[config.mk]
export PLATFORM = sky130hd
export DESIGN_NAME = zhpb_front
export DESIGN_NICKNAME = d
export VERILOG_FILES = /design/src/rtl/zhpb_pkg.sv /design/src/rtl/zhpb_front.sv
export SDC_FILE = /design/constraint.sdc
export NUM_CORES = 2
export LEC_CHECK = 0
export BUFFER_PORTS_ARGS = -buffer_cell sky130_fd_sc_hd__buf_2
export CAP_MARGIN = 0
export CORE_UTILIZATION = 41
export CTS_CLUSTER_DIAMETER = 40
export DETAILED_ROUTE_END_ITERATION = 7
export GPL_ROUTABILITY_DRIVEN = 0
export PLACE_DENSITY = 0.68
export RECOVER_POWER = 100
export SLEW_MARGIN = 20
export SYNTH_ARGS = -nofsm -noshare
export SYNTH_HDL_FRONTEND = slang
export SYNTH_SLANG_ARGS = --single-unit
[constraint.sdc]
create_clock -name clk -period 11.7 [get_ports clk]
set_clock_uncertainty 0.15 [all_clocks]
set_input_delay 1.17 -clock clk [delete_from_list [all_inputs] [get_ports clk]]
set_output_delay 1.17 -clock clk [all_outputs]
set_load 0.02 [all_outputs]
[src/rtl/zhpb_pkg.sv]
// ----------------------------------------------------------------------------
// zhpb_pkg
// Types, constants, direction maps and helper functions shared by the
// Zou-He fixed-pressure boundary pipeline.
// ----------------------------------------------------------------------------
package zhpb_pkg;

  localparam int DW  = 32;
  localparam int XW  = 40;
  localparam int YW  = 42;
  localparam int NCH = 3;
  localparam int CW  = YW / NCH;
  localparam int NLANE = 3;
  localparam int RSH = CW + 3;
  localparam int REC = ((1 << RSH) + 2) / 3;

  localparam logic [YW-1:0] OFFSET = YW'(64'd3 << (XW - 1));

  typedef logic signed [XW-1:0] wide_t;
  typedef logic signed [YW:0]   quot_t;

  localparam quot_t BIAS = quot_t'(64'sd1 <<< (XW - 1));
  localparam quot_t QMAX = quot_t'((64'sd1 <<< (DW - 1)) - 64'sd1);
  localparam quot_t QMIN = -QMAX - quot_t'(1);

  typedef enum logic [2:0] {
    OP_NORTH, OP_SOUTH, OP_WEST, OP_EAST, OP_NW, OP_NE, OP_SW, OP_SE
  } op_e;

  typedef enum logic [1:0] {
    CFG_NORTH, CFG_SOUTH, CFG_WEST, CFG_EAST
  } cfg_e;

  typedef logic [3:0] dir_t;
  typedef logic [8:0][DW-1:0] dist_t;
  typedef logic [3:0][DW-1:0] dens_t;

  localparam dir_t SIDE_MAP [4][8] = '{
    '{4'd7, 4'd3, 4'd6, 4'd2, 4'd8, 4'd4, 4'd1, 4'd5},
    '{4'd3, 4'd7, 4'd2, 4'd6, 4'd4, 4'd8, 4'd5, 4'd1},
    '{4'd1, 4'd5, 4'd2, 4'd6, 4'd8, 4'd4, 4'd7, 4'd3},
    '{4'd5, 4'd1, 4'd6, 4'd2, 4'd4, 4'd8, 4'd3, 4'd7}
  };

  localparam dir_t CORNER_MAP [4][8] = '{
    '{4'd1, 4'd5, 4'd7, 4'd3, 4'd8, 4'd4, 4'd2, 4'd6},
    '{4'd5, 4'd1, 4'd6, 4'd2, 4'd7, 4'd3, 4'd4, 4'd8},
    '{4'd1, 4'd5, 4'd2, 4'd6, 4'd3, 4'd7, 4'd4, 4'd8},
    '{4'd3, 4'd7, 4'd4, 4'd8, 4'd5, 4'd1, 4'd2, 4'd6}
  };

  typedef struct packed {
    logic [2:0]    operation;
    logic [DW-1:0] dist_in_0;
    logic [DW-1:0] dist_in_1;
    logic [DW-1:0] dist_in_2;
    logic [DW-1:0] dist_in_3;
    logic [DW-1:0] dist_in_4;
    logic [DW-1:0] dist_in_5;
    logic [DW-1:0] dist_in_6;
    logic [DW-1:0] dist_in_7;
    logic [DW-1:0] dist_in_8;
  } item_t;

  typedef struct packed {
    logic [DW-1:0] dist_out_0;
    logic [DW-1:0] dist_out_1;
    logic [DW-1:0] dist_out_2;
    logic [DW-1:0] dist_out_3;
    logic [DW-1:0] dist_out_4;
    logic [DW-1:0] dist_out_5;
    logic [DW-1:0] dist_out_6;
    logic [DW-1:0] dist_out_7;
    logic [DW-1:0] dist_out_8;
  } result_t;

  typedef struct packed {
    op_e           op;
    logic          rho_pos;
    logic [DW-1:0] rho;
    dist_t         f;
  } stage_a_t;

  typedef struct packed {
    op_e   op;
    logic  rho_pos;
    dist_t f;
    wide_t base;
    wide_t tan;
  } stage_b_t;

  typedef struct packed {
    op_e                        op;
    logic                       rho_pos;
    dist_t                      f;
    logic [NLANE-1:0][YW-1:0]   w;
    logic [NLANE-1:0][1:0]      r;
  } div_t;

  typedef struct packed {
    logic [CW-1:0] q;
    logic [1:0]    r;
  } div3_t;

  function automatic wide_t sx(input logic [DW-1:0] v);
    return wide_t'($signed(v));
  endfunction

  function automatic logic is_corner(input op_e op);
    return op >= OP_NW;
  endfunction

  function automatic div3_t div3(input logic [1:0] rin, input logic [CW-1:0] c);
    logic [CW+1:0]  val;
    logic [2*CW+3:0] prod;
    logic [CW+1:0]  rem;
    div3_t          res;
    val   = {rin, c};
    prod  = (2*CW+4)'(val) * (2*CW+4)'(REC);
    res.q = prod[RSH +: CW];
    rem   = val - (CW+2)'(3) * (CW+2)'(res.q);
    res.r = rem[1:0];
    return res;
  endfunction

endpackage

[src/rtl/zhpb_front.sv]
// ----------------------------------------------------------------------------
// zhpb_front
// First three pipeline stages: density select, momentum sums, and the
// biased numerators that feed the divide-by-three stages.
// ----------------------------------------------------------------------------
module zhpb_front (
  input  logic            clk,
  input  logic [2:0]      en,
  input  zhpb_pkg::item_t item,
  input  zhpb_pkg::dens_t dens,
  output zhpb_pkg::div_t  c
);
  import zhpb_pkg::*;

  stage_a_t a, a_next;
  stage_b_t b, b_next;
  div_t     c_next;

  always_comb begin
    a_next.op = op_e'(item.operation);
    a_next.f  = {item.dist_in_8, item.dist_in_7, item.dist_in_6, item.dist_in_5,
                 item.dist_in_4, item.dist_in_3, item.dist_in_2, item.dist_in_1,
                 item.dist_in_0};
    unique case (a_next.op)
      OP_NORTH, OP_NW, OP_NE: a_next.rho = dens[CFG_NORTH];
      OP_SOUTH, OP_SW, OP_SE: a_next.rho = dens[CFG_SOUTH];
      OP_WEST:                a_next.rho = dens[CFG_WEST];
      default:                a_next.rho = dens[CFG_EAST];
    endcase
    a_next.rho_pos = !a_next.rho[DW-1] && (a_next.rho != '0);
  end

  always_comb begin
    dir_t  sm [8];
    dir_t  cm [8];
    wide_t fa, fb, s;
    sm = SIDE_MAP[a.op[1:0]];
    cm = CORNER_MAP[a.op[1:0]];
    fa = sx(a.f[sm[6]]);
    fb = sx(a.f[sm[7]]);
    s  = '0;
    b_next.op      = a.op;
    b_next.rho_pos = a.rho_pos;
    b_next.f       = a.f;
    if (is_corner(a.op)) begin
      b_next.base = sx(a.rho) - sx(a.f[0])
                    - 2 * (sx(a.f[cm[1]]) + sx(a.f[cm[3]]) + sx(a.f[cm[5]]));
      b_next.tan  = '0;
    end else begin
      s = sx(a.f[0]) + fa + fb
          + 2 * (sx(a.f[sm[1]]) + sx(a.f[sm[3]]) + sx(a.f[sm[5]]));
      b_next.base = sx(a.rho) - s;
      b_next.tan  = 3 * (fa - fb);
    end
  end

  always_comb begin
    dir_t  m [8];
    wide_t xa, xb, xc, v;
    m  = SIDE_MAP[b.op[1:0]];
    v  = (b.base + 1) >>> 1;
    if (is_corner(b.op)) begin
      xa = 3 * v;
      xb = '0;
      xc = '0;
    end else begin
      xa = 3 * sx(b.f[m[1]]) + 2 * b.base + 1;
      xb = (6 * sx(b.f[m[3]]) + b.base + b.tan + 3) >>> 1;
      xc = (6 * sx(b.f[m[5]]) + b.base - b.tan + 3) >>> 1;
    end
    c_next.op      = b.op;
    c_next.rho_pos = b.rho_pos;
    c_next.f       = b.f;
    c_next.w[0]    = YW'(xa) + OFFSET;
    c_next.w[1]    = YW'(xb) + OFFSET;
    c_next.w[2]    = YW'(xc) + OFFSET;
    c_next.r       = '0;
  end

  always_ff @(posedge clk) begin
    if (en[0]) a <= a_next;
    if (en[1]) b <= b_next;
    if (en[2]) c <= c_next;
  end

endmodule

==> results.py <==
metrics = {
    "global_routing": {
        "antenna_found_initial": 44,
        "grt_pass1_vias": 55500,
        "grt_pass1_wl_um": 360000,
        "grt_max_degree": 149,
        "overflow": 0,
        "track_usage": 0.265,
    },
    "critical_path": {
        "r2r_start": "a[321]$_DFFE_PP_",
        "crit_start": "a[321]$_DFFE_PP_",
        "rrSetupSlack_ns": 0.94,
        "crit_top_cell": "fa_1",
        "crit_buf_inv": 4,
        "path_delay_family": "adder cells",
        "crit_fanout": 31,
        "r2r_end": "b[74]$_DFFE_PP_",
        "slowest_delay_ns": 2.19,
        "crit_slowest_cell": "clkbuf_1",
        "end_kind": "flip-flop",
        "worstPathArrival_ns": 11.10,
        "start_kind": "flip-flop",
        "crit_required_ns": 12.04,
        "rr_worst_depth": 26,
        "worstSetupPathType": "flip-flop to flip-flop",
    },
    "placed_design": {
        "portBuffers": 834,
        "post-dp-hpwl_um": 205000,
        "place_ws_ns": 2.01,
    },
    "hold_path": {
        "min_from": "b[103]$_DFFE_PP_",
        "min_to": "c[155]$_DFFE_PP_",
        "hold_depth": 0,
        "holdCritPathClass": "flip-flop to flip-flop",
    },
    "synthesis": {
        "syn_area_um2": 76000,
        "async_flop_share": 0,
        "yosysUniqueCellTypes": 97,
        "ys_seq_area_frac": 0.435,
        "synth_top_cell_by_area": "edfxtp_1",
        "syn_inst": 6406,
        "avgSynthCellArea_um2": 11.9,
        "ys_seq_elements": 1101,
        "yosysWarnings": 0,
        "synth-main-ff-cell": "edfxtp_1",
        "synth_edf_count": 1101,
        "synth_top_area_frac": 0.435,
        "synthTopCellsByArea": "edfxtp_1, ha_1, fa_1",
    },
    "timing": {
        "hold_violations": 0,
        "drv_slew": 1516,
        "setup_ws_ns": 0.940,
        "relSlewSlack": -2.57,
        "finalCritPeriodShare": 0.920,
        "setup_tns_ns": 0,
        "clock.fmax_mhz": 92.9,
        "finalSetupViolCount": 0,
        "rsz0062_at_grt": "false",
        "tightest_slew_ns": 5.35,
        "layout_min_cycle_time_ns": 10.76,
    },
    "run_status": {
        "violations": "capacitance limit, slew limit",
        "status": "finished with violations",
    },
    "route": {
        "detail_route.iter0.violations": 5228,
        "drtAntennaViolNets": 0,
        "drcViolationCount": 0,
        "dr.pass1.iters": 6,
        "finalWirelength_um": 252000,
        "vias_per_cell": 5.61,
        "vias": 55300,
        "avgRoutedWirePerCell_um": 25.6,
    },
    "cts": {
        "cts_setup_buffers": 0,
        "h-tree-depth": 4,
        "clock_path_buffers": 3,
        "clk_latency_ns": 0.81,
        "ctsResizeCount": 0,
        "numCtsBuffers": 150,
        "hold_buffers": 0,
        "cts_tree": "built",
        "root_buffer": "clkbuf_16",
        "cts_sinks": 1101,
        "clkSlewWorstSetupHoldPaths_ns": 0.06,
    },
    "floorplanning": {
        "start_util": 0.414,
        "die-area_um2": 187000,
        "pin_count": 847,
        "die_y_um": 433,
        "num_rows": 157,
        "core_um2": 184000,
        "die_w_um": 433,
    },
    "final_layout": {
        "final_cell_mix": "edfxtp_1, inv_1, ha_1, clkbuf_1, buf_2",
        "syn_to_final_growth_pct": 15.1,
        "nets": 8651,
        "layout_commonest_cell": "edfxtp_1",
        "drive_gt1_frac": 0.136,
        "fillers": 16500,
    },
    "job": {
        "cap_violations": 26,
    },
}
## how the worst max path moves through the flow
stage	to	slack, ns	cells after the start
2_1_floorplan	b[73]$_DFFE_PP_	2.44	34
3_3_place_gp	b[74]$_DFFE_PP_	2.14	30
3_5_place_dp	b[73]$_DFFE_PP_	2.01	29
4_1_cts	b[73]$_DFFE_PP_	1.93	29
5_1_grt	b[74]$_DFFE_PP_	0.72	26
6_report	b[74]$_DFFE_PP_	0.94	26
## layer usage
layer	global-route usage	wire length, um	vias to the layer above
met3	0.0611	21600	551
met5	0	103	-
li1	-	-	25000
met1	0.326	98500	27100
met2	0.429	117000	2634
met4	0.147	15300	14
## metrics by stage
step | std cells | hold slack (ns) | utilization | cell area (um^2)
after detailed placement | 9567 | 0.255 | 0.452 | 83000
after global routing | 9865 | 0.271 | 0.476 | 87500
after global placement | 9567 | 0.252 | 0.452 | 83000
final | 9869 | 0.267 | 0.476 | 87500
after floorplan | 6416 | 0.250 | - | 76000
after CTS | 9843 | 0.264 | 0.480 | 88200
## area by class of cell
cell class	count	area (um^2)	area share
multi-input cells	4376	39400	0.450
flip-flops and latches	1101	33100	0.378
clock buffers	165	3810	0.0436
repair buffers	877	3860	0.0441
diodes	26	65.1	0.000744
clock inverters	111	1390	0.0159
inverters	749	2810	0.0321
well taps	2464	3080	0.0352
## cells in the mapped netlist (48+ instances only)
library cell / count
edfxtp_1: 1101
nor2b_1: 54
nand3_1: 91
clkbuf_1: 123
mux2i_1: 177
mux4_2: 194
nand4_1: 50
a21oi_1: 380
a21o_1: 197
o21bai_1: 59
o21a_1: 48
o21ai_0: 332
nor3_1: 73
nand2b_1: 67
buf_1: 53
xnor2_1: 248
mux2_2: 111
nand2_1: 379
inv_1: 747
ha_1: 658
fa_1: 315
nor2_1: 325
xor2_1: 143
## flip-flops by register name, summed over array words and instances, names as in the netlist
name / count
b: 365
c: 412
a: 324
## cells by family after synthesis
| kind of cell | synth area share |
|---|---|
| buffers and inverters | 0.0470 |
| xor gates and xnor gates | 0.0451 |
| muxes | 0.0974 |
| and+or+nand+nor | 0.0728 |
| other | 0.0000988 |
| DFF | 0.435 |
| AOI/OAI and AO/OA | 0.111 |
| adders and majority gates | 0.191 |
Power is left out: the tool's default activity adds up to more than one toggle a clock period on the data nets, which glitch-free logic cannot reach.
