## config.mk

```make
export PLATFORM = sky130hd
export DESIGN_NAME = zhpb_div
export DESIGN_NICKNAME = d
export VERILOG_FILES = /design/src/rtl/zhpb_pkg.sv /design/src/rtl/zhpb_div.sv
export SDC_FILE = /design/constraint.sdc
export NUM_CORES = 2
export LEC_CHECK = 0
export BUFFER_PORTS_ARGS = -buffer_cell sky130_fd_sc_hd__buf_2
export CELL_PAD_IN_SITES_DETAIL_PLACEMENT = 0
export CELL_PAD_IN_SITES_GLOBAL_PLACEMENT = 1
export CORE_MARGIN = 4
export CORE_UTILIZATION = 48
export DETAILED_ROUTE_END_ITERATION = 8
export PLACE_DENSITY = 0.86
export SYNTH_ARGS = -nofsm -noshare
export SYNTH_HDL_FRONTEND = slang
export SYNTH_SLANG_ARGS = --single-unit
```

## constraint.sdc

```tcl
create_clock -name clk -period 13.6 [get_ports clk]
set_clock_uncertainty 0.2 [all_clocks]
set_input_delay 4.08 -clock clk [delete_from_list [all_inputs] [get_ports clk]]
set_output_delay 4.08 -clock clk [all_outputs]
set_load 0.05 [all_outputs]
```

## src/rtl/zhpb_pkg.sv

```systemverilog
// ----------------------------------------------------------------------------
// zhpb_pkg
// Types, constants, direction maps and helper functions shared by the
// Zou-He fixed-pressure boundary pipeline.
// ----------------------------------------------------------------------------
package zhpb_pkg;

  localparam int DW  = 32;
  localparam int XW  = 40;
  localparam int YW  = 42;
  localparam int NCH = 3;
  localparam int CW  = YW / NCH;
  localparam int NLANE = 3;
  localparam int RSH = CW + 3;
  localparam int REC = ((1 << RSH) + 2) / 3;

  localparam logic [YW-1:0] OFFSET = YW'(64'd3 << (XW - 1));

  typedef logic signed [XW-1:0] wide_t;
  typedef logic signed [YW:0]   quot_t;

  localparam quot_t BIAS = quot_t'(64'sd1 <<< (XW - 1));
  localparam quot_t QMAX = quot_t'((64'sd1 <<< (DW - 1)) - 64'sd1);
  localparam quot_t QMIN = -QMAX - quot_t'(1);

  typedef enum logic [2:0] {
    OP_NORTH, OP_SOUTH, OP_WEST, OP_EAST, OP_NW, OP_NE, OP_SW, OP_SE
  } op_e;

  typedef enum logic [1:0] {
    CFG_NORTH, CFG_SOUTH, CFG_WEST, CFG_EAST
  } cfg_e;

  typedef logic [3:0] dir_t;
  typedef logic [8:0][DW-1:0] dist_t;
  typedef logic [3:0][DW-1:0] dens_t;

  localparam dir_t SIDE_MAP [4][8] = '{
    '{4'd7, 4'd3, 4'd6, 4'd2, 4'd8, 4'd4, 4'd1, 4'd5},
    '{4'd3, 4'd7, 4'd2, 4'd6, 4'd4, 4'd8, 4'd5, 4'd1},
    '{4'd1, 4'd5, 4'd2, 4'd6, 4'd8, 4'd4, 4'd7, 4'd3},
    '{4'd5, 4'd1, 4'd6, 4'd2, 4'd4, 4'd8, 4'd3, 4'd7}
  };

  localparam dir_t CORNER_MAP [4][8] = '{
    '{4'd1, 4'd5, 4'd7, 4'd3, 4'd8, 4'd4, 4'd2, 4'd6},
    '{4'd5, 4'd1, 4'd6, 4'd2, 4'd7, 4'd3, 4'd4, 4'd8},
    '{4'd1, 4'd5, 4'd2, 4'd6, 4'd3, 4'd7, 4'd4, 4'd8},
    '{4'd3, 4'd7, 4'd4, 4'd8, 4'd5, 4'd1, 4'd2, 4'd6}
  };

  typedef struct packed {
    logic [2:0]    operation;
    logic [DW-1:0] dist_in_0;
    logic [DW-1:0] dist_in_1;
    logic [DW-1:0] dist_in_2;
    logic [DW-1:0] dist_in_3;
    logic [DW-1:0] dist_in_4;
    logic [DW-1:0] dist_in_5;
    logic [DW-1:0] dist_in_6;
    logic [DW-1:0] dist_in_7;
    logic [DW-1:0] dist_in_8;
  } item_t;

  typedef struct packed {
    logic [DW-1:0] dist_out_0;
    logic [DW-1:0] dist_out_1;
    logic [DW-1:0] dist_out_2;
    logic [DW-1:0] dist_out_3;
    logic [DW-1:0] dist_out_4;
    logic [DW-1:0] dist_out_5;
    logic [DW-1:0] dist_out_6;
    logic [DW-1:0] dist_out_7;
    logic [DW-1:0] dist_out_8;
  } result_t;

  typedef struct packed {
    op_e           op;
    logic          rho_pos;
    logic [DW-1:0] rho;
    dist_t         f;
  } stage_a_t;

  typedef struct packed {
    op_e   op;
    logic  rho_pos;
    dist_t f;
    wide_t base;
    wide_t tan;
  } stage_b_t;

  typedef struct packed {
    op_e                        op;
    logic                       rho_pos;
    dist_t                      f;
    logic [NLANE-1:0][YW-1:0]   w;
    logic [NLANE-1:0][1:0]      r;
  } div_t;

  typedef struct packed {
    logic [CW-1:0] q;
    logic [1:0]    r;
  } div3_t;

  function automatic wide_t sx(input logic [DW-1:0] v);
    return wide_t'($signed(v));
  endfunction

  function automatic logic is_corner(input op_e op);
    return op >= OP_NW;
  endfunction

  function automatic div3_t div3(input logic [1:0] rin, input logic [CW-1:0] c);
    logic [CW+1:0]  val;
    logic [2*CW+3:0] prod;
    logic [CW+1:0]  rem;
    div3_t          res;
    val   = {rin, c};
    prod  = (2*CW+4)'(val) * (2*CW+4)'(REC);
    res.q = prod[RSH +: CW];
    rem   = val - (CW+2)'(3) * (CW+2)'(res.q);
    res.r = rem[1:0];
    return res;
  endfunction

endpackage

```

## src/rtl/zhpb_div.sv

```systemverilog
// ----------------------------------------------------------------------------
// zhpb_div
// Long division by three over the three lanes, one chunk of the biased
// numerator per stage, most significant chunk first.
// ----------------------------------------------------------------------------
module zhpb_div (
  input  logic                       clk,
  input  logic [zhpb_pkg::NCH-1:0]   en,
  input  zhpb_pkg::div_t             din,
  output zhpb_pkg::div_t             dout
);
  import zhpb_pkg::*;

  div_t st [NCH+1];

  assign st[0] = din;
  assign dout  = st[NCH];

  for (genvar k = 0; k < NCH; k++) begin : g_stage
    localparam int HI = YW - 1 - k * CW;
    div_t nxt;

    always_comb begin
      div3_t d;
      nxt = st[k];
      for (int l = 0; l < NLANE; l++) begin
        d = div3(st[k].r[l], st[k].w[l][HI -: CW]);
        nxt.w[l][HI -: CW] = d.q;
        nxt.r[l]           = d.r;
      end
    end

    always_ff @(posedge clk) begin
      if (en[k]) st[k+1] <= nxt;
    end
  end

endmodule

```

==> flow_results.xml <==
<?xml version="1.0" encoding="UTF-8"?>
<metrics>
  <group name="outcome">
    <metric name="status" unit="">finished, final reports clean</metric>
  </group>
  <group name="detailed_routing">
    <metric name="drt_drc" unit="">0</metric>
    <metric name="vias" unit="">43600</metric>
    <metric name="final_antenna_net_count" unit="">0</metric>
    <metric name="dr.first_iter.drc_count" unit="">2817</metric>
    <metric name="firstDrtPassIters" unit="">5</metric>
    <metric name="detail_route.wirelength" unit="mm">188</metric>
    <metric name="post_drt_via_cell_ratio" unit="">4.95</metric>
    <metric name="routed_wire_length_per_instance" unit="µm">21.3</metric>
  </group>
  <group name="logic_synthesis">
    <metric name="post-synth-top-area-fraction" unit="%">47.2</metric>
    <metric name="synth-edff-count" unit="">1272</metric>
    <metric name="synthCells" unit="">5895</metric>
    <metric name="synth_flop_cell" unit="">sky130_fd_sc_hd__edfxtp_1</metric>
    <metric name="syn_area_per_cell" unit="µm²">13.7</metric>
    <metric name="syn-cell-area" unit="µm²">80900</metric>
    <metric name="ys_async_sr_fraction" unit="%">0</metric>
    <metric name="post_synth_top_area_cell" unit="">sky130_fd_sc_hd__edfxtp_1</metric>
    <metric name="synthDistinctLibCells" unit="">64</metric>
    <metric name="synth.ff_latch_count" unit="">1272</metric>
    <metric name="ys_top_cells_by_area" unit="">sky130_fd_sc_hd__edfxtp_1, sky130_fd_sc_hd__ha_1, sky130_fd_sc_hd__fa_1, sky130_fd_sc_hd__inv_1, sky130_fd_sc_hd__buf_4</metric>
    <metric name="yosys_warnings" unit="">0</metric>
    <metric name="synthesized_net_count" unit="">8145</metric>
    <metric name="ys_seq_area_share" unit="%">47.2</metric>
  </group>
  <group name="die">
    <metric name="design.core.area" unit="µm²">167000</metric>
    <metric name="die-area" unit="µm²">175000</metric>
    <metric name="die_width" unit="µm">419</metric>
    <metric name="fp-row-count" unit="">150</metric>
    <metric name="die_h" unit="µm">419</metric>
    <metric name="boundaryPins" unit="">852</metric>
    <metric name="floorplan.initialDensity" unit="%">48.3</metric>
  </group>
  <group name="sta">
    <metric name="finalMaxSlewViolations" unit="">0</metric>
    <metric name="timing.hold.ws" unit="ns">0.196</metric>
    <metric name="timing.max_slew.rel_slack" unit="%">23.8</metric>
    <metric name="timing_worst_slew_pin_value" unit="ns">1.13</metric>
    <metric name="fin_tns_setup" unit="ns">0</metric>
    <metric name="grt_setup_unrepaired" unit="">no</metric>
    <metric name="setup_slack" unit="ns">4.08</metric>
    <metric name="final_min_period_over_clock_period" unit="%">70.0</metric>
    <metric name="finalCriticalPeriod" unit="ns">9.52</metric>
    <metric name="final_hold_viols" unit="">0</metric>
    <metric name="finalSetupViolCount" unit="">0</metric>
    <metric name="fmax" unit="MHz">105</metric>
  </group>
  <group name="worst_setup_path">
    <metric name="worstSetupEndpoint" unit="">g_stage[1].nxt[46]</metric>
    <metric name="timing.critical_path.arrival" unit="ns">9.87</metric>
    <metric name="worstPathRequired" unit="ns">13.95</metric>
    <metric name="timing.critical_path.from_type" unit="">input pin</metric>
    <metric name="critPathCaptureType" unit="">flop</metric>
    <metric name="ff_to_ff_setup_slack" unit="ns">6.69</metric>
    <metric name="rr_startpoint" unit="">st[914]</metric>
    <metric name="crit_fanout" unit="">10</metric>
    <metric name="crit-reg2reg-capture" unit="">st[427]</metric>
    <metric name="worst-r2r-cell-count" unit="">22</metric>
    <metric name="critical_path.startpoint" unit="">din[35]</metric>
    <metric name="category_of_the_most_critical_setup_path" unit="">input pin to flop</metric>
  </group>
  <group name="placed_design">
    <metric name="dp_slack" unit="ns">3.26</metric>
    <metric name="placed_inst_area" unit="µm²">84900</metric>
    <metric name="detailedPlacementHpwl" unit="mm">152</metric>
    <metric name="io_buffers" unit="">851</metric>
    <metric name="gpl.final_weighted_congestion" unit="">0.925</metric>
  </group>
  <group name="clocking">
    <metric name="holdBufCountCts" unit="">0</metric>
    <metric name="sinks_on_the_clock_net" unit="">1272</metric>
    <metric name="cts_root_buffer" unit="">sky130_fd_sc_hd__clkbuf_16</metric>
    <metric name="worstSkewPairLatency" unit="ns">0.80</metric>
    <metric name="maximum_level_of_the_cts_h_tree" unit="">4</metric>
    <metric name="cts_setup_buffers" unit="">0</metric>
    <metric name="postCtsResizedCells" unit="">0</metric>
    <metric name="clk_path_buf_depth" unit="">3</metric>
    <metric name="clk_pin_slew_worst_paths" unit="ns">0.07</metric>
    <metric name="cts_tree" unit="">yes</metric>
    <metric name="tritoncts.num_buffers" unit="">133</metric>
  </group>
  <group name="grt">
    <metric name="globalRouteOverflowTotal" unit="">0</metric>
    <metric name="number_of_antenna_violations_at_the_first_check_in_global_routing" unit="">60</metric>
    <metric name="grt_max_degree" unit="">168</metric>
    <metric name="grt.total_usage" unit="%">21.6</metric>
    <metric name="grt_most_used_layer" unit="">met2</metric>
    <metric name="grt_pass1_vias" unit="">46800</metric>
    <metric name="globalRouteMet2Util" unit="%">37.5</metric>
    <metric name="grt.met1_usage" unit="%">26.8</metric>
    <metric name="grt_pass1_wl" unit="mm">283</metric>
    <metric name="use_met3" unit="%">4.30</metric>
  </group>
  <group name="final_layout">
    <metric name="fill_cells" unit="">13700</metric>
    <metric name="layout.cells.most_common" unit="">sky130_fd_sc_hd__inv_1</metric>
    <metric name="multiInputGateArea" unit="µm²">34300</metric>
    <metric name="drive_gt1_share" unit="%">16.6</metric>
    <metric name="regArea" unit="µm²">38200</metric>
    <metric name="finalNetCount" unit="">8720</metric>
    <metric name="design_area" unit="µm²">89700</metric>
    <metric name="area_delta_synth_final" unit="%">10.9</metric>
    <metric name="most-common-layout-cells" unit="">sky130_fd_sc_hd__inv_1, sky130_fd_sc_hd__edfxtp_1, sky130_fd_sc_hd__ha_1</metric>
  </group>
  <group name="hold_path">
    <metric name="hold_path.class" unit="">flop to flop</metric>
  </group>
  <group name="flow_run">
    <metric name="max_cap_viol_count" unit="">0</metric>
  </group>
</metrics>
worst max-delay path, cell delays in order:
cell and delay, ns:
sky130_fd_sc_hd__buf_2 0.26, sky130_fd_sc_hd__ha_1 0.33, sky130_fd_sc_hd__xor2_1 0.32, sky130_fd_sc_hd__ha_1 0.22
sky130_fd_sc_hd__a21oi_1 0.07, sky130_fd_sc_hd__fa_1 0.55, sky130_fd_sc_hd__inv_1 0.06, sky130_fd_sc_hd__fa_1 0.38
sky130_fd_sc_hd__fa_1 0.53, sky130_fd_sc_hd__inv_1 0.06, sky130_fd_sc_hd__fa_1 0.49, sky130_fd_sc_hd__inv_1 0.05
sky130_fd_sc_hd__ha_1 0.38, sky130_fd_sc_hd__a21o_1 0.23, sky130_fd_sc_hd__a21o_1 0.19, sky130_fd_sc_hd__a221oi_2 0.29
sky130_fd_sc_hd__o21ai_1 0.12, sky130_fd_sc_hd__a311oi_2 0.49, sky130_fd_sc_hd__a21oi_2 0.18, sky130_fd_sc_hd__o31ai_4 0.24
sky130_fd_sc_hd__nand2b_1 0.13, sky130_fd_sc_hd__a21oi_2 0.17, sky130_fd_sc_hd__xnor2_1 0.07
metrics by stage:
step	util [%]	instances
floorplan	-	5895
finish	53.6	8812
global placement	50.7	8539
global route	53.6	8806
CTS	53.6	8783
detailed placement	50.7	8539
logic make-up after synthesis:
family / synth area share [%]
buffers and inverters: 10.5
adder cells (fa/ha/maj): 34.5
flip-flops: 47.2
AO/OA/AOI/OAI: 3.04
AND/OR/NAND/NOR: 2.11
XOR/XNOR: 2.65
multiplexers: 0.0124
worst min path at each step:
stage / startpoint / to / slack [ns] / cells after the start
2_1_floorplan: g_stage[2].nxt[104] / dout[104] / 0.20 / 0
3_3_place_gp: g_stage[1].nxt[377] / g_stage[2].nxt[377] / 0.20 / 0
3_5_place_dp: g_stage[2].nxt[139] / dout[139] / 0.20 / 0
4_1_cts: g_stage[2].nxt[259] / dout[259] / 0.19 / 0
5_1_grt: g_stage[1].nxt[400] / g_stage[2].nxt[400] / 0.20 / 0
6_report: g_stage[2].nxt[258] / dout[258] / 0.20 / 0
final cells by class:
| class | count | share of cell area, % |
|---|---|---|
| Antenna cell | 29 | 0.0809 |
| Clock buffer | 153 | 3.79 |
| Clock inverter | 91 | 1.50 |
| Inverter | 1405 | 5.88 |
| Multi-Input combinational cell | 2794 | 38.2 |
| Sequential cell | 1272 | 42.6 |
| Tap cell | 2204 | 3.07 |
| Timing Repair Buffer | 864 | 4.93 |
Yosys cell counts (all sizes together), types with 2 or more instances:
cell    count
nand2b     19
o21a       30
fa        685
a31oi      13
buf       424
nand4      20
edfxtp   1272
o21bai      7
and2       21
nor3b       2
or2         3
o21ai      60
or4         3
xnor2     120
nor3       26
a211o      10
a21o       72
nor2       99
o41ai       3
a31o        8
a221oi      4
a221o       2
and4        4
ha       1137
or3         9
nand2      88
o31ai       8
inv      1405
xor2      122
nor2b      15
a21oi     118
a211oi     15
a21boi      6
nand3      25
o211ai      4
and3       18
routing by layer:
metal  wire length (µm)  share of wire [%]  vias up
met4               7300                3.9       20
met3              11200                6.0      356
met1              74600                 40    21700
li1                   -                  -    20300
met5                132              0.070        -
met2              94700                 50     1230
sequential cells by signal, indices dropped and copies added (netlist names):
name / flops
dout: 424
g_stage.nxt: 752
st: 96
Power is not shown: default switching activity piles up to over one toggle a cycle in this logic, so the estimate is an artifact.
